### src/rtl/core/tpcs_pkg.sv
// shared types, constants and prescaler tables for the timer prescaler search
`timescale 1ns / 1ps

package tpcs_pkg;

    // fixed point and timer widths
    localparam int FREQ_FRAC_BITS      = 8;
    localparam int WIDE_COMPARE_BITS   = 16;
    localparam int NARROW_COMPARE_BITS = 8;
    localparam int CLOCK_W             = 32;
    localparam int TARGET_W            = 32;
    localparam int MIN_SHIFT           = 2;

    localparam logic [CLOCK_W-1:0] CLOCK_RESET = 32'd16000000;

    // shifted clock, numerator and divider widths
    localparam int S_W        = CLOCK_W - MIN_SHIFT;
    localparam int NUM_W      = S_W + FREQ_FRAC_BITS;
    localparam int DIVIDEND_W = ((NUM_W + 1 > TARGET_W) ? NUM_W + 1 : TARGET_W) + 1;
    localparam int DIVISOR_W  = TARGET_W + 1;
    localparam int DIV_CNT_W  = $clog2(DIVIDEND_W);

    // timer choice codes
    localparam logic [1:0] CMD_T0 = 2'd0;
    localparam logic [1:0] CMD_T1 = 2'd1;
    localparam logic [1:0] CMD_T2 = 2'd2;

    // request and result items
    typedef struct packed {
        logic [1:0]          command;
        logic [TARGET_W-1:0] target_frequency;
    } in_item_t;

    typedef struct packed {
        logic [2:0]  clock_select;
        logic [15:0] compare_value;
        logic        found;
    } out_item_t;

    // divider control and status
    typedef struct packed {
        logic                  start;
        logic [DIVIDEND_W-1:0] dividend;
        logic [DIVISOR_W-1:0]  divisor;
    } div_req_t;

    typedef struct packed {
        logic                  done;
        logic [DIVIDEND_W-1:0] quotient;
    } div_rsp_t;

    // number of prescalers of a timer, 0 for an unknown code
    function automatic logic [2:0] table_len(input logic [1:0] cmd);
        logic [2:0] len;
        case (cmd)
            CMD_T0:  len = 3'd5;
            CMD_T1:  len = 3'd5;
            CMD_T2:  len = 3'd7;
            default: len = 3'd0;
        endcase
        return len;
    endfunction

    // prescaler shift of a timer's table entry
    function automatic logic [3:0] prescale_shift(input logic [1:0] cmd, input logic [2:0] idx);
        logic [3:0] sh;
        if (cmd == CMD_T2)
        begin
            case (idx)
                3'd0:    sh = 4'd2;
                3'd1:    sh = 4'd4;
                3'd2:    sh = 4'd6;
                3'd3:    sh = 4'd7;
                3'd4:    sh = 4'd8;
                3'd5:    sh = 4'd9;
                default: sh = 4'd11;
            endcase
        end
        else
        begin
            case (idx)
                3'd0:    sh = 4'd2;
                3'd1:    sh = 4'd4;
                3'd2:    sh = 4'd7;
                3'd3:    sh = 4'd9;
                default: sh = 4'd11;
            endcase
        end
        return sh;
    endfunction

endpackage

### src/rtl/core/tpcs_div.sv
// shared restoring divider, one quotient bit per cycle
`timescale 1ns / 1ps

module tpcs_div (
    input  logic               clk,
    input  logic               rst_n,
    input  tpcs_pkg::div_req_t req,
    output tpcs_pkg::div_rsp_t rsp
);
    import tpcs_pkg::*;

    logic                  busy_reg, busy_next;
    logic                  done_reg, done_next;
    logic [DIV_CNT_W-1:0]  cnt_reg, cnt_next;
    logic [DIVISOR_W-1:0]  rem_reg, rem_next;
    logic [DIVIDEND_W-1:0] quo_reg, quo_next;
    logic [DIVISOR_W-1:0]  dvs_reg, dvs_next;

    logic [DIVISOR_W:0]    trial;
    logic [DIVISOR_W:0]    diff;

    // one restoring step: bring down the next dividend bit and try a subtract
    always_comb
    begin
        trial = {rem_reg, quo_reg[DIVIDEND_W-1]};
        diff  = trial - {1'b0, dvs_reg};
    end

    always_comb
    begin
        busy_next = busy_reg;
        done_next = 1'b0;
        cnt_next  = cnt_reg;
        rem_next  = rem_reg;
        quo_next  = quo_reg;
        dvs_next  = dvs_reg;
        if (req.start)
        begin
            busy_next = 1'b1;
            cnt_next  = DIV_CNT_W'(DIVIDEND_W - 1);
            rem_next  = '0;
            quo_next  = req.dividend;
            dvs_next  = req.divisor;
        end
        else if (busy_reg)
        begin
            if (diff[DIVISOR_W])
            begin
                rem_next = trial[DIVISOR_W-1:0];
                quo_next = {quo_reg[DIVIDEND_W-2:0], 1'b0};
            end
            else
            begin
                rem_next = diff[DIVISOR_W-1:0];
                quo_next = {quo_reg[DIVIDEND_W-2:0], 1'b1};
            end
            cnt_next = cnt_reg - 1'b1;
            if (cnt_reg == '0)
            begin
                busy_next = 1'b0;
                done_next = 1'b1;
            end
        end
    end

    // control state
    always_ff @(posedge clk or negedge rst_n)
    begin
        if (!rst_n)
        begin
            busy_reg <= 1'b0;
            done_reg <= 1'b0;
        end
        else
        begin
            busy_reg <= busy_next;
            done_reg <= done_next;
        end
    end

    // datapath
    always_ff @(posedge clk)
    begin
        cnt_reg <= cnt_next;
        rem_reg <= rem_next;
        quo_reg <= quo_next;
        dvs_reg <= dvs_next;
    end

    assign rsp.done     = done_reg;
    assign rsp.quotient = quo_reg;

endmodule

### src/rtl/core/timer_prescaler_compare_search.sv
// top level: prescaler and compare value search sequencer
`timescale 1ns / 1ps

// Finds the timer prescaler and compare value that come closest to a wanted
// frequency. cfg_wr_en/cfg_wr_data write the cpu clock in hertz (reset value
// 16000000); write it only while the block is idle.
// Request channel req_valid/req_ready/req_data carries the timer choice and
// the target frequency (unsigned Q24.8). Result channel res_valid/res_ready/
// res_data returns clock_select, compare_value and found, one item per request.
// Each prescaler of the chosen table is tried in turn on one shared serial
// divider, one quotient bit per cycle: first a division for the compare
// value, then one for the resulting frequency when the compare value fits
// the timer. A zero target or unknown timer code skips the search and gives
// a result with found low. req_ready is high only while no search runs,
// and rises together with res_valid when the result is loaded.
// The result sits in an output register; a new request is taken while it
// waits, and a search that ends while res_ready is low holds until the
// register frees. Reset clears res_valid and restores the clock register.

module timer_prescaler_compare_search (
    input  logic               clk,
    input  logic               rst_n,
    input  logic               cfg_wr_en,
    input  logic [31:0]        cfg_wr_data,
    input  logic               req_valid,
    output logic               req_ready,
    input  tpcs_pkg::in_item_t req_data,
    output logic               res_valid,
    input  logic               res_ready,
    output tpcs_pkg::out_item_t res_data
);
    import tpcs_pkg::*;

    typedef enum logic [5:0] {
        ST_IDLE     = 6'b000001,
        ST_CMP_GO   = 6'b000010,
        ST_CMP_WAIT = 6'b000100,
        ST_FRQ_GO   = 6'b001000,
        ST_FRQ_WAIT = 6'b010000,
        ST_FINISH   = 6'b100000
    } state_t;

    state_t                   state_reg, state_next;
    logic [CLOCK_W-1:0]       clock_reg, clock_next;
    logic                     have_reg, have_next;
    logic                     res_valid_reg, res_valid_next;
    logic [1:0]               cmd_reg, cmd_next;
    logic [TARGET_W-1:0]      tgt_reg, tgt_next;
    logic [2:0]               idx_reg, idx_next;
    logic [WIDE_COMPARE_BITS-1:0] cmp_reg, cmp_next;
    logic [DIVIDEND_W-1:0]    best_err_reg, best_err_next;
    logic [15:0]              best_cmp_reg, best_cmp_next;
    logic [2:0]               best_idx_reg, best_idx_next;
    out_item_t                res_data_reg, res_data_next;

    div_req_t                 div_req;
    div_rsp_t                 div_rsp;

    logic [CLOCK_W-1:0]       clk_shifted;
    logic [S_W-1:0]           s_val;
    logic [DIVIDEND_W-1:0]    quot;
    logic                     cmp_fits;
    logic [DIVIDEND_W-1:0]    tgt_ext;
    logic [DIVIDEND_W-1:0]    err;
    logic                     last_cand;

    // shared divider
    tpcs_div u_div (
        .clk   (clk),
        .rst_n (rst_n),
        .req   (div_req),
        .rsp   (div_rsp)
    );

    // shifted clock of the current prescaler
    always_comb
    begin
        clk_shifted = clock_reg >> prescale_shift(cmd_reg, idx_reg);
        s_val       = clk_shifted[S_W-1:0];
    end

    // divider operands: rounded compare value, then the frequency it gives
    always_comb
    begin
        div_req.start = (state_reg == ST_CMP_GO) || (state_reg == ST_FRQ_GO);
        if (state_reg == ST_FRQ_GO)
        begin
            div_req.dividend = DIVIDEND_W'(s_val) << FREQ_FRAC_BITS;
            div_req.divisor  = DIVISOR_W'(cmp_reg);
        end
        else
        begin
            div_req.dividend = (DIVIDEND_W'(s_val) << (FREQ_FRAC_BITS + 1))
                             + DIVIDEND_W'(tgt_reg);
            div_req.divisor  = {tgt_reg, 1'b0};
        end
    end

    // candidate checks and error
    always_comb
    begin
        quot = div_rsp.quotient;
        if (cmd_reg == CMD_T1)
            cmp_fits = ((quot >> WIDE_COMPARE_BITS) == '0) && (quot != '0);
        else
            cmp_fits = ((quot >> NARROW_COMPARE_BITS) == '0) && (quot != '0);
        tgt_ext   = DIVIDEND_W'(tgt_reg);
        err       = (tgt_ext > quot) ? (tgt_ext - quot) : (quot - tgt_ext);
        last_cand = (idx_reg == 3'(table_len(cmd_reg) - 3'd1));
    end

    // sequencer
    always_comb
    begin
        state_next     = state_reg;
        clock_next     = clock_reg;
        have_next      = have_reg;
        res_valid_next = res_valid_reg;
        cmd_next       = cmd_reg;
        tgt_next       = tgt_reg;
        idx_next       = idx_reg;
        cmp_next       = cmp_reg;
        best_err_next  = best_err_reg;
        best_cmp_next  = best_cmp_reg;
        best_idx_next  = best_idx_reg;
        res_data_next  = res_data_reg;

        if (cfg_wr_en)
            clock_next = cfg_wr_data;

        if (res_valid_reg && res_ready)
            res_valid_next = 1'b0;

        case (state_reg)
            ST_IDLE:
            begin
                if (req_valid)
                begin
                    cmd_next  = req_data.command;
                    tgt_next  = req_data.target_frequency;
                    idx_next  = '0;
                    have_next = 1'b0;
                    if ((req_data.target_frequency == '0)
                        || (table_len(req_data.command) == 3'd0))
                        state_next = ST_FINISH;
                    else
                        state_next = ST_CMP_GO;
                end
            end
            ST_CMP_GO:
            begin
                state_next = ST_CMP_WAIT;
            end
            ST_CMP_WAIT:
            begin
                if (div_rsp.done)
                begin
                    cmp_next = quot[WIDE_COMPARE_BITS-1:0];
                    if (cmp_fits)
                        state_next = ST_FRQ_GO;
                    else if (last_cand)
                        state_next = ST_FINISH;
                    else
                    begin
                        idx_next   = idx_reg + 3'd1;
                        state_next = ST_CMP_GO;
                    end
                end
            end
            ST_FRQ_GO:
            begin
                state_next = ST_FRQ_WAIT;
            end
            ST_FRQ_WAIT:
            begin
                if (div_rsp.done)
                begin
                    // keep the first candidate with strictly least error
                    if (!have_reg || (err < best_err_reg))
                    begin
                        have_next     = 1'b1;
                        best_err_next = err;
                        best_cmp_next = 16'(cmp_reg);
                        best_idx_next = idx_reg;
                    end
                    if (last_cand)
                        state_next = ST_FINISH;
                    else
                    begin
                        idx_next   = idx_reg + 3'd1;
                        state_next = ST_CMP_GO;
                    end
                end
            end
            ST_FINISH:
            begin
                // load the output register once it is free
                if (!res_valid_reg || res_ready)
                begin
                    res_valid_next = 1'b1;
                    if (have_reg)
                    begin
                        res_data_next.clock_select  = best_idx_reg + 3'd1;
                        res_data_next.compare_value = best_cmp_reg;
                        res_data_next.found         = 1'b1;
                    end
                    else
                    begin
                        res_data_next.clock_select  = '0;
                        res_data_next.compare_value = '0;
                        res_data_next.found         = 1'b0;
                    end
                    state_next = ST_IDLE;
                end
            end
            default:
            begin
                state_next = ST_IDLE;
            end
        endcase
    end

    // control state
    always_ff @(posedge clk or negedge rst_n)
    begin
        if (!rst_n)
        begin
            state_reg     <= ST_IDLE;
            clock_reg     <= CLOCK_RESET;
            have_reg      <= 1'b0;
            res_valid_reg <= 1'b0;
            idx_reg       <= '0;
        end
        else
        begin
            state_reg     <= state_next;
            clock_reg     <= clock_next;
            have_reg      <= have_next;
            res_valid_reg <= res_valid_next;
            idx_reg       <= idx_next;
        end
    end

    // payload
    always_ff @(posedge clk)
    begin
        cmd_reg      <= cmd_next;
        tgt_reg      <= tgt_next;
        cmp_reg      <= cmp_next;
        best_err_reg <= best_err_next;
        best_cmp_reg <= best_cmp_next;
        best_idx_reg <= best_idx_next;
        res_data_reg <= res_data_next;
    end

    assign req_ready = (state_reg == ST_IDLE);
    assign res_valid = res_valid_reg;
    assign res_data  = res_data_reg;

endmodule

### config.mk
export PLATFORM = sky130hd
export DESIGN_NAME = timer_prescaler_compare_search
export DESIGN_NICKNAME = d
export VERILOG_FILES = /design/src/rtl/core/tpcs_pkg.sv /design/src/rtl/core/tpcs_div.sv /design/src/rtl/core/timer_prescaler_compare_search.sv
export SDC_FILE = /design/constraint.sdc
export NUM_CORES = 1
export LEC_CHECK = 0
export ABC_CLOCK_PERIOD_IN_PS = 10800
export BUFFER_PORTS_ARGS = -buffer_cell sky130_fd_sc_hd__buf_2
export CORE_ASPECT_RATIO = 1.5
export CORE_MARGIN = 8
export CORE_UTILIZATION = 33
export DETAILED_ROUTE_END_ITERATION = 10
export GPL_ROUTABILITY_DRIVEN = 0
export SYNTH_ARGS = -nofsm -noshare
export SYNTH_HDL_FRONTEND = slang
export SYNTH_HIERARCHICAL = 1
export SYNTH_SLANG_ARGS = --single-unit
### constraint.sdc
create_clock -name clk -period 10.8 [get_ports clk]
set_clock_uncertainty 0.1 [all_clocks]
set_input_delay 1.62 -clock clk [delete_from_list [all_inputs] [get_ports clk]]
set_output_delay 1.62 -clock clk [all_outputs]
set_load 0.03 [all_outputs]
## Yosys cells after proc, flatten, opt, wreduce, memory -nomap -nowiden

Cells that the tools add are included.

- Logic and storage cells: 127
- Input bits: 71
- Bits in registers: 286
- Output and inout bits: 22

- Reduce and logical (&&, ||, !) cells: 30
- Muxes and demuxes: 42
- Shift-type cells: 1
- Eq/ne operators: 22
- Order comparisons: 2
- Add/sub/neg operators: 8

Operator list:

| operator | number |
|---|---|
| 40-bit 2-to-1 mux | 3 |
| 40-bit zero test | 2 |
| 73-bit 2-to-1 mux | 1 |
| 6-bit 2-to-1 mux | 7 |
| 39-bit by 32-bit adder with 40-bit output | 1 |
| 32-bit by 40-bit greater-than comparator with 1-bit output | 1 |
| 40-bit < comparator | 1 |
| 40-bit nonzero test | 1 |
| 32-bit by 40-bit subtractor with 40-bit output | 1 |
| 40-bit by 32-bit subtractor with 40-bit output | 1 |
| 6-bit one-hot mux with 6 select lines | 1 |
| 34-bit by 33-bit subtractor with 34-bit output | 1 |
| 33-bit 2-to-1 mux | 1 |
| 32-bit zero test | 1 |
| 32-bit by 4-bit >> shifter with 30-bit output | 1 |
| 4-bit one-hot mux with 6 select lines | 1 |
| 3-bit 2-to-1 mux | 7 |
| 4-bit one-hot mux with 4 select lines | 1 |
| 1-bit 2-to-1 mux | 15 |
| 3-bit one-hot mux with 2 select lines | 2 |
| 3-bit one-hot mux with 3 select lines | 1 |
| 2-bit != test (second input constant) | 4 |
| 4-bit AND reduction | 2 |
| 3-bit by 1-bit adder with 3-bit output (second input constant) | 2 |
| 29 further kinds | 46 |

## Logic depth before layout (Yosys ltp)

Gate-level depths: netlist (run 1).

- Depth in word-level cells: 10
- Mapped depth: 24
- Mapped depth without buffers: 21

## Cells and area by module

Netlist (run 1), hierarchy kept.

By module, submodules not included:

| module | times used | seq. area each (µm²) | cells each | area each (µm²) |
|---|---|---|---|---|
| timer_prescaler_compare_search | 1 | 4,959.8 | 1,636 | 15,039.4 |
| tpcs_div | 1 | 3,022.9 | 609 | 6,481.2 |

## Worst setup path after synthesis (run 1)

No wires, ideal clock.

- Path kind: reg-to-reg
- Start point: reg u_div.quo_reg[5]
- End point: reg best_cmp_reg[0] (enable)
- Path buffers: 2
- Path slack: 1.477 ns
- Data arrival time: 8.651 ns
- Cell stages (with the launch flop): 21
- Data required time: 10.128 ns
- Library setup time: 0.572 ns
- Clock period less this slack: 9.323 ns
- Cell sequence: edfxtp_1 > ha_1 > clkbuf_1 > a21oi_1 > o21ai_0 > o2111ai_1 > nand2_1 > o221a_2 > buf_6 > mux2_1 > a311oi_1 > xor2_1 > ha_1 > a21o_1 > a21o_1 > a21o_1 > a21o_1 > a21o_1 > a21o_1 > a21o_1 > a221oi_1

- Cells in the longest elaborated chain, start to end: 5
- Elaborated cells on any way between the ends: 7
- Those cells by class: 2 x add/sub; 2 x order compare; 1 x mux; 2 x reduce/logical

RTL lines:

| element | line | RTL |
|---|---|---|
| start, declared | tpcs_div.sv:16 | `logic [DIVIDEND_W-1:0] quo_reg, quo_next;` |
| start signal, assigned | tpcs_div.sv:86 | `quo_reg <= quo_next;` |
| 40-bit by 32-bit subtractor with 40-bit output, or another cell as far along | timer_prescaler_compare_search.sv:108 | `err = (tgt_ext > quot) ? (tgt_ext - quot) : (quot - tgt_ext);` |
| 40-bit 2-to-1 mux (*) | timer_prescaler_compare_search.sv:108 |  |
| via err[32] | timer_prescaler_compare_search.sv:64 | `logic [DIVIDEND_W-1:0] err;` |
| 40-bit < comparator (*) | timer_prescaler_compare_search.sv:179 | `if (!have_reg \|\| (err < best_err_reg))` |
| 1-bit logical OR (*) | timer_prescaler_compare_search.sv:179 |  |
| 3-bit AND reduction (no line) (*) | -- |  |
| end signal, assigned | timer_prescaler_compare_search.sv:251 | `best_cmp_reg <= best_cmp_next;` |
| end, declared | timer_prescaler_compare_search.sv:52 | `logic [15:0] best_cmp_reg, best_cmp_next;` |

The timed path passes the listed nets; every way through them passes the cells marked *.
A chain may end at the register's enable or synchronous reset.

==> results of run 1 <==
logic make-up after synthesis:
family | share of synthesized area
multiplexers | 0.1186
adder cells (fa/ha/maj) | 0.1008
flip-flops | 0.3709
AND/OR/NAND/NOR | 0.1334
AO/OA/AOI/OAI | 0.1852
buffers and inverters | 0.05529
XOR/XNOR | 0.03576
layout make-up:
class                      instances  area [sq um]
timing repair buffer             105         558.0
inverter                         181         679.4
sequential                       286          7983
clock buffer                      44         918.4
clock inverter                    18         235.2
antenna                            1         2.502
tap                              870          1089
multi-input combinational       1672         12400
fill                            6551         40610
per-layer routing:
| metal | global-route usage | part of all wire |
|---|---|---|
| met2 | 0.3201 | 0.50 |
| met3 | 0.02765 | 0.052 |
| met4 | 0.1141 | 0.072 |
| met5 | 0 | 0 |
| met1 | 0.1882 | 0.38 |
cells in the mapped netlist, types with 8 or more instances:
cell type,instances
buf_4,9
buf_2,21
mux2i_1,111
o21ai_0,108
a21o_1,66
dfstp_2,8
o211ai_1,15
nor2b_1,9
a31oi_1,14
nor3_1,28
and2_1,34
inv_1,179
edfxtp_1,202
o21ai_1,18
mux2_2,123
o31ai_1,13
xnor2_1,59
dfrtp_1,37
and3_1,11
nor2_1,139
xor2_1,27
a211oi_1,36
nor4_1,33
or3_1,10
ha_1,167
nand2b_1,22
nand2_1,164
o21a_1,21
dfxtp_1,39
nand4_1,34
clkbuf_1,62
o21bai_1,22
a21oi_1,169
nand3_1,44
a221oi_1,10
stage by stage:
step                instances  power [W]
global route             3176   0.007663
floorplan                2245   0.004793
CTS                      3176   0.007115
detailed placement       3114   0.005881
finish                   3177   0.007183
global placement         3114   0.005822
how the worst max path moves through the flow:
stage	from	end	slack, ns
floorplan	u_div/quo_reg[5]	best_cmp_reg[0]	1.48
global placement	idx_reg[2]	u_div/quo_reg[37]	2.92
detailed placement	idx_reg[2]	u_div/quo_reg[37]	2.87
CTS	idx_reg[2]	u_div/quo_reg[37]	2.83
global route	idx_reg[2]	u_div/quo_reg[35]	2.53
finish	idx_reg[2]	u_div/quo_reg[37]	2.86
worst max-delay path, cell delays in order (launching register included):
cell and delay (ns):
dfrtp_1 0.66, inv_1 0.18, ha_1 0.43, or3_1 0.44
o311a_1 0.22, nand2_1 0.77, mux2i_1 0.28, mux2_2 0.37
mux2i_1 0.36, inv_1 0.08, ha_1 0.24, fa_1 0.44
a211oi_1 0.32, o21ai_0 0.31, nand3_1 0.28, a2111oi_0 0.20
o2111a_1 0.29, o32ai_1 1.02, or4_1 0.26, o211ai_1 0.11
mux2_2 0.28
report_power, final:
group	switching, W	internal [W]	total (W)	leakage (nW)
registers	0.000263	0.00157	0.00183	2.75
clock network	0.000495	0.000704	0.00120	0.560
logic	0.00255	0.00160	0.00415	6.70
total	0.00331	0.00387	0.00718	10.0
==> impl_metrics.json, run 1 <==
{
  "finalSetupViolations": 0,
  "io_pins": 93,
  "worst_ep_required_time_ns": 11.00,
  "synth_top_cells_by_area": "edfxtp_1 28%, ha_1 9.7%, mux2_2 6.4%",
  "syn_inst": 2245,
  "status": "finished clean",
  "worstHoldStart": "cmp_reg[15]",
  "crit_arrival_ns": 8.13,
  "root_buffer": "clkbuf_16",
  "hold_depth": 0,
  "cap_violations": 0,
  "insertion_delay_ns": 0.55,
  "die_h_um": 328.8,
  "p_leak_nw": 10.01,
  "grt_pass1_vias": 18230,
  "fin_util": 0.3702,
  "synth_top_area_share": 0.2819,
  "worst_slew_pin_slew_ns": 1.231,
  "syn_area_sq_mm": 0.02152,
  "worstSetupEndpointType": "register",
  "r2r_end": "u_div/quo_reg[37]",
  "rsz0062_at_grt": "false",
  "critical_path_class": "register to register",
  "finalHoldViolations": 0,
  "wl_per_cell_um": 20.97,
  "dpl_worst_slack_ns": 2.866,
  "r2r_start": "idx_reg[2]",
  "holdBufCountCts": 0,
  "setup_tns_ns": 0,
  "startpoint_type": "register",
  "coreArea_sq_mm": 0.06447,
  "slew_violations": 0,
  "hold_ws_ns": 0.3494,
  "grt_antenna_before_repair": 1,
  "synth_edf_count": 202,
  "drive_gt1_frac": 0.1479,
  "ys_seq_elements": 286,
  "fin_ws_ns": 2.863,
  "final_cell_mix": "202 x edfxtp_1, 179 x inv_1, 168 x a21oi_1",
  "dieArea_sq_mm": 0.07381,
  "gr-total-overflow": 0,
  "avgViaCountPerCell": 5.603,
  "grt_max_degree": 66,
  "fin_crit_sh": 0.7349,
  "dpl_cell_area_sq_mm": 0.02271,
  "cts_buffers": 34,
  "cts-resized-gates": 0,
  "first_pass_iters": 7,
  "ir_worst_vdd_mv": 0.1289,
  "port_buffers": 92,
  "hp-class": "register to register",
  "htree_levels": 2,
  "drc": 0,
  "r2r_cells": 20,
  "dp.final_hpwl_um": 51310,
  "drt_iter0_drc": 1238,
  "synth-warning-count": 6,
  "slew-limit-headroom": 0.1769,
  "die_w_um": 224.5,
  "ys_seq_area_frac": 0.3709,
  "synth_cell_type_count": 107,
  "wirelength_um": 66610,
  "postCtsSetupRepairBufs": 0,
  "initial_utilization": 0.3338,
  "synthArstFlopShare": 0.1573,
  "ys.flop_type": "edfxtp_1",
  "final_common_cell": "edfxtp_1",
  "final_area_sq_mm": 0.02387,
  "rows": 114,
  "ant_nets": 0,
  "via_count": 17800,
  "min_period_ns": 7.937,
  "ctsLongestPathBuffers": 3,
  "clkTransAtPathRegs_ns": 0.06,
  "worstHoldEndpoint": "best_cmp_reg[15]",
  "critPathMaxFanout": 21,
  "reg2reg_slack_ns": 2.86,
  "grt_pass1_wl_um": 103100,
  "yosys.area.top_type": "edfxtp_1",
  "grt_use_total": 0.1766,
  "timing.fmax_ghz": 0.1260,
  "clock-sinks": 286,
  "synth_nets": 2487,
  "fin_nets": 2522,
  "cellPowerDensity_mw_per_mm2": 301.0,
  "area_growth_pct": 10.90,
  "cts_tree": "yes",
  "postSynthAreaPerCell_sq_um": 9.586
}
No activity file was read; power rests on OpenSTA's default activity.
==> run 2: changes to the inputs <==
ABC_CLOCK_PERIOD_IN_PS = 7000   (was 10800)
clock period = 7 ns   (was 10.8 ns; I/O delays follow)
==> impl_metrics.json, run 2 (synthesis gave the netlist of run 1 again) <==
{
  "status": "finished clean",
  "die_w_um": 224.5,
  "reg2reg_slack_ns": 0.39,
  "initial_utilization": 0.3338,
  "hold_depth": 0,
  "worst_slew_pin_slew_ns": 1.109,
  "ctsLongestPathBuffers": 3,
  "dieArea_sq_mm": 0.07381,
  "root_buffer": "clkbuf_16",
  "worst_ep_required_time_ns": 7.27,
  "rows": 114,
  "critPathMostFrequentCell": "mux2_2",
  "slew_violations": 0,
  "port_buffers": 92,
  "finalSetupViolations": 0,
  "antenna_cells": 0,
  "drt_iter0_drc": 1437,
  "ant_nets": 0,
  "gr-total-overflow": 0,
  "final_common_cell": "edfxtp_1",
  "first_pass_iters": 6,
  "via_count": 17890,
  "rsz0062_at_grt": "false",
  "grt_max_degree": 66,
  "critical_path_class": "register to register",
  "final_cell_mix": "202 x edfxtp_1, 179 x inv_1, 168 x a21oi_1",
  "grtUsageMet3": 0.02623,
  "min_period_ns": 6.613,
  "fin_nets": 2534,
  "crit_arrival_ns": 6.88,
  "grt_pass1_wl_um": 102400,
  "cellPowerDensity_mw_per_mm2": 457.4,
  "r2r_cells": 20,
  "dp.final_hpwl_um": 51240,
  "drive_gt1_frac": 0.1536,
  "startpoint_type": "register",
  "hp-class": "register to register",
  "grt_util_met1": 0.1855,
  "clkTransAtPathRegs_ns": 0.07,
  "cap_violations": 0,
  "grt_util_met2": 0.3193,
  "cts_tree": "yes",
  "die_h_um": 328.8,
  "fill_cells": 6526,
  "grt_pass1_vias": 18500,
  "p_leak_nw": 10.02,
  "wirelength_um": 65890,
  "slowest_delay_ns": 0.63,
  "htree_levels": 1,
  "final_area_sq_mm": 0.02386,
  "slew-limit-headroom": 0.2607,
  "timing.fmax_ghz": 0.1512,
  "coreArea_sq_mm": 0.06447,
  "cpMaxStageDelayCell": "dfrtp_1",
  "worstHoldEndpoint": "best_cmp_reg[0]",
  "avgViaCountPerCell": 5.615,
  "drc": 0,
  "worstHoldStart": "cmp_reg[0]",
  "wl_per_cell_um": 20.67,
  "grt_antenna_before_repair": 0,
  "r2r_end": "u_div/quo_reg[37]",
  "clock-sinks": 286,
  "ir_worst_vdd_mv": 0.2316,
  "top_usage_layer": "met2",
  "fin_crit_sh": 0.9447,
  "worstSetupEndpointType": "register",
  "io_pins": 93,
  "postCtsSetupRepairBufs": 0,
  "dpl_cell_area_sq_mm": 0.02284,
  "grt_use_total": 0.1741,
  "cts_buffers": 31,
  "area_growth_pct": 10.85,
  "total_power_w": 0.01091,
  "hold_ws_ns": 0.3428,
  "setup_tns_ns": 0,
  "r2r_start": "idx_reg[2]",
  "crit_chain": "inv_1, ha_1, o21a_1, nor3_4, buf_4, buf_4, mux2i_1, mux2i_1, mux2_2, mux2_2, ha_1, o21ai_0, o21ai_0, nand3_1, a2111oi_0, o2111a_1, o32ai_2, o41ai_1, o211ai_1, mux2_2",
  "critPathMaxFanout": 21,
  "finalHoldViolations": 0,
  "insertion_delay_ns": 0.61
}
[run 2: metal layers]
metal / up-vias / part of all wire
li1: 8362 / -
met1: 8551 / 0.38
met2: 728 / 0.50
met3: 253 / 0.051
met4: 0 / 0.066
met5: - / 0
[run 2: how the worst max path moves through the flow]
stage	slack (ns)	cells past startpoint	startpoint	end
after floorplan	0.66	20	u_div/quo_reg[5]	best_cmp_reg[0]
after global placement	0.52	20	idx_reg[2]	u_div/quo_reg[37]
after detailed placement	0.31	20	idx_reg[2]	u_div/quo_reg[37]
after CTS	0.29	20	idx_reg[2]	u_div/quo_reg[37]
after global routing	0.1	20	idx_reg[2]	u_div/quo_reg[39]
final	0.39	20	idx_reg[2]	u_div/quo_reg[37]
[run 2: where the power goes]
part / internal, W / switching [W] / total (W)
registers: 0.00241 / 0.000415 / 0.00283
logic: 0.00250 / 0.00394 / 0.00644
clock network: 0.000915 / 0.000729 / 0.00164
[run 2: layout make-up]
class | instances | area [sq um] | area share
Sequential cell | 286 | 7983 | 0.3346
Tap cell | 870 | 1089 | 0.04563
Multi-Input combinational cell | 1672 | 12420 | 0.5207
Inverter | 181 | 679.4 | 0.02848
Clock inverter | 20 | 177.7 | 0.007448
Timing Repair Buffer | 120 | 683.2 | 0.02864
Clock buffer | 38 | 822.0 | 0.03446
[run 2: stage by stage]
stage	util	setup WS, ns	cells
finish	0.3700	0.3872	3187
global route	0.3700	0.09754	3187
CTS	0.3697	0.2858	3187
detailed placement	0.3542	0.3118	3129
global placement	0.3542	0.5206	3129
floorplan	-	0.6622	2245
[run 2: worst max-delay path: cells and delay by family, from the launching register on]
| family | cells | cell delay (ns) |
|---|---|---|
| adder cells (fa/ha/maj) | 2 | 0.78 |
| AO/OA/AOI/OAI | 8 | 2.42 |
| AND/OR/NAND/NOR | 2 | 0.34 |
| multiplexers | 5 | 1.26 |
| flip-flops | 1 | 0.63 |
| buffers and inverters | 3 | 0.82 |
[run 2: repair_timing]
item                                    in CTS  in global routing
gates resized for setup                      0                  4
hold buffers                                 0                  0
endpoints found under the setup margin       0                 20
==> run 3: changes to the inputs <==
PLACE_DENSITY = 0.47   (was unset)
==> impl_metrics.json, run 3 (synthesis gave the netlist of run 1 again) <==
{
  "die_w_um": 224.5,
  "critPathMaxFanout": 36,
  "status": "finished clean",
  "ant_nets": 0,
  "crit_chain": "ha_1, ha_1, o41ai_1, nor3_4, buf_12, mux2i_1, mux2i_1, mux2_2, mux2_2, ha_1, a211oi_1, o21ai_0, nand3_1, a2111oi_0, o2111a_1, o32ai_1, buf_4, or4_1, o211ai_1, mux2_2",
  "finalSetupViolations": 0,
  "dp.final_hpwl_um": 55890,
  "worst_slew_pin_slew_ns": 1.127,
  "hp-class": "register to register",
  "internal-power_w": 0.006100,
  "p_leak_nw": 10.17,
  "area_growth_pct": 12.29,
  "final_area_sq_mm": 0.02417,
  "fin_nets": 2553,
  "drive_gt1_frac": 0.1613,
  "seq_area_sq_mm": 0.007983,
  "timing.fmax_ghz": 0.1518,
  "port_buffers": 92,
  "min_period_ns": 6.587,
  "rsz0062_at_grt": "false",
  "worst_ep_required_time_ns": 7.34,
  "coreArea_sq_mm": 0.06447,
  "final_common_cell": "edfxtp_1",
  "clkTransAtPathRegs_ns": 0.06,
  "drt_iter0_drc": 1087,
  "slew-limit-headroom": 0.2490,
  "cellPowerDensity_mw_per_mm2": 468.6,
  "pwr-share-seq": 0.248,
  "cts_tree": "yes",
  "die_h_um": 328.8,
  "grt_max_degree": 66,
  "grt_pass1_vias": 18570,
  "avgViaCountPerCell": 5.496,
  "grt_antenna_before_repair": 0,
  "fin_crit_sh": 0.9410,
  "via_count": 17630,
  "cap_violations": 0,
  "multi_input_area_sq_mm": 0.01241,
  "power.share.combinational": 0.585,
  "ir_worst_vdd_mv": 0.2088,
  "gr-total-overflow": 0,
  "final_cell_mix": "202 x edfxtp_1, 179 x inv_1, 167 x a21oi_1, 167 x ha_1, 164 x nand2_1",
  "dpl_cell_area_sq_mm": 0.02298,
  "netSwitchingPower_w": 0.005226,
  "drc": 0,
  "critical_path_class": "register to register",
  "antenna_cells": 0,
  "wirelength_um": 70420,
  "htree_levels": 2,
  "initial_utilization": 0.3338,
  "cts_buffers": 34,
  "startpoint_type": "register",
  "hold_ws_ns": 0.3572,
  "grt_use_total": 0.1883,
  "switching_share": 0.4614,
  "fill_cells": 6608,
  "io_pins": 93,
  "crit_arrival_ns": 6.93,
  "finalHoldViolations": 0,
  "clock-sinks": 286,
  "grt_pass1_wl_um": 107700,
  "wl_per_cell_um": 21.96,
  "total_power_w": 0.01133,
  "ctsLongestPathBuffers": 3,
  "root_buffer": "clkbuf_16",
  "slowest_delay_ns": 0.81,
  "first_pass_iters": 5,
  "cpMaxStageDelayCell": "o41ai_1",
  "slew_violations": 0,
  "setup_tns_ns": 0,
  "insertion_delay_ns": 0.57,
  "worstSetupEndpointType": "register",
  "dieArea_sq_mm": 0.07381,
  "p_clk_frac": 0.167,
  "rows": 114
}
run 3: cell count changes in the layout (fill, tap and decap cells not counted), sizes merged:
cell,before,now
bufinv,2,5
buf,120,136
clkinvlp,2,6
clkbuf,38,36
clkinv,13,12
run 3: final timing paths:
kind | from | endpoint | slack [ns] | depth (start not counted)
max in group asynchronous | rst_n | clock_reg[16] | 5.55 | 1
min in group asynchronous | rst_n | clock_reg[0] | 0.57 | 1
worst max register to register | idx_reg[0] | u_div/quo_reg[37] | 0.41 | 20
worst min-delay path | cmp_reg[6] | best_cmp_reg[6] | 0.36 | 0
worst min register to register | cmp_reg[6] | best_cmp_reg[6] | 0.36 | 0
worst max-delay path | idx_reg[0] | u_div/quo_reg[37] | 0.41 | 20
run 3: worst max-delay path, delay by kind of cell, from the launching register on:
kind                       cells  cell delay (ns)
AOI/OAI and AO/OA              7             2.60
adders and majority gates      3             0.99
buffers and inverters          2             0.41
DFF                            1             0.48
muxes                          5             1.15
and+or+nand+nor                3             0.67
run 3: cell type report:
class / count / area share
Sequential cell: 286 / 0.3303
Timing Repair Buffer: 136 / 0.03428
Multi-Input combinational cell: 1672 / 0.5135
Inverter: 181 / 0.02811
Tap cell: 870 / 0.04504
Clock buffer: 36 / 0.03552
Clock inverter: 26 / 0.01320
run 3: stage by stage:
| stage | util | setup slack, ns | cells |
|---|---|---|---|
| after floorplan | - | 0.6622 | 2245 |
| after global placement | 0.3564 | 0.4955 | 3145 |
| after CTS | 0.3747 | 0.3583 | 3207 |
| after detailed placement | 0.3564 | 0.3911 | 3145 |
| final | 0.3748 | 0.4128 | 3207 |
| after global routing | 0.3748 | 0.07253 | 3207 |
run 3: repair_timing:
item / in CTS / in global routing
endpoints found under the setup margin: 0 / 1
endpoints found under the hold margin: 0 / 0
resized for setup: 0 / 2
hold buffers: 0 / 0
setup buffers: 0 / 0
run 3: power groups by stage:
stage               Sequential (W)  Combinational [W]  Clock, W
global placement           0.00284            0.00650         0
detailed placement         0.00285            0.00655         0
finish                     0.00281            0.00662   0.00189
floorplan                  0.00269            0.00471         0
CTS                        0.00281            0.00658   0.00195
global route               0.00286            0.00727   0.00200
run 3: per-layer routing:
| layer | vias up | share of wire | global-route usage |
|---|---|---|---|
| li1 | 8397 | - | - |
| met1 | 8584 | 0.37 | 0.1931 |
| met4 | 0 | 0.060 | 0.1064 |
| met5 | - | 0 | 0 |
| met3 | 185 | 0.033 | 0.02248 |
| met2 | 459 | 0.54 | 0.3626 |
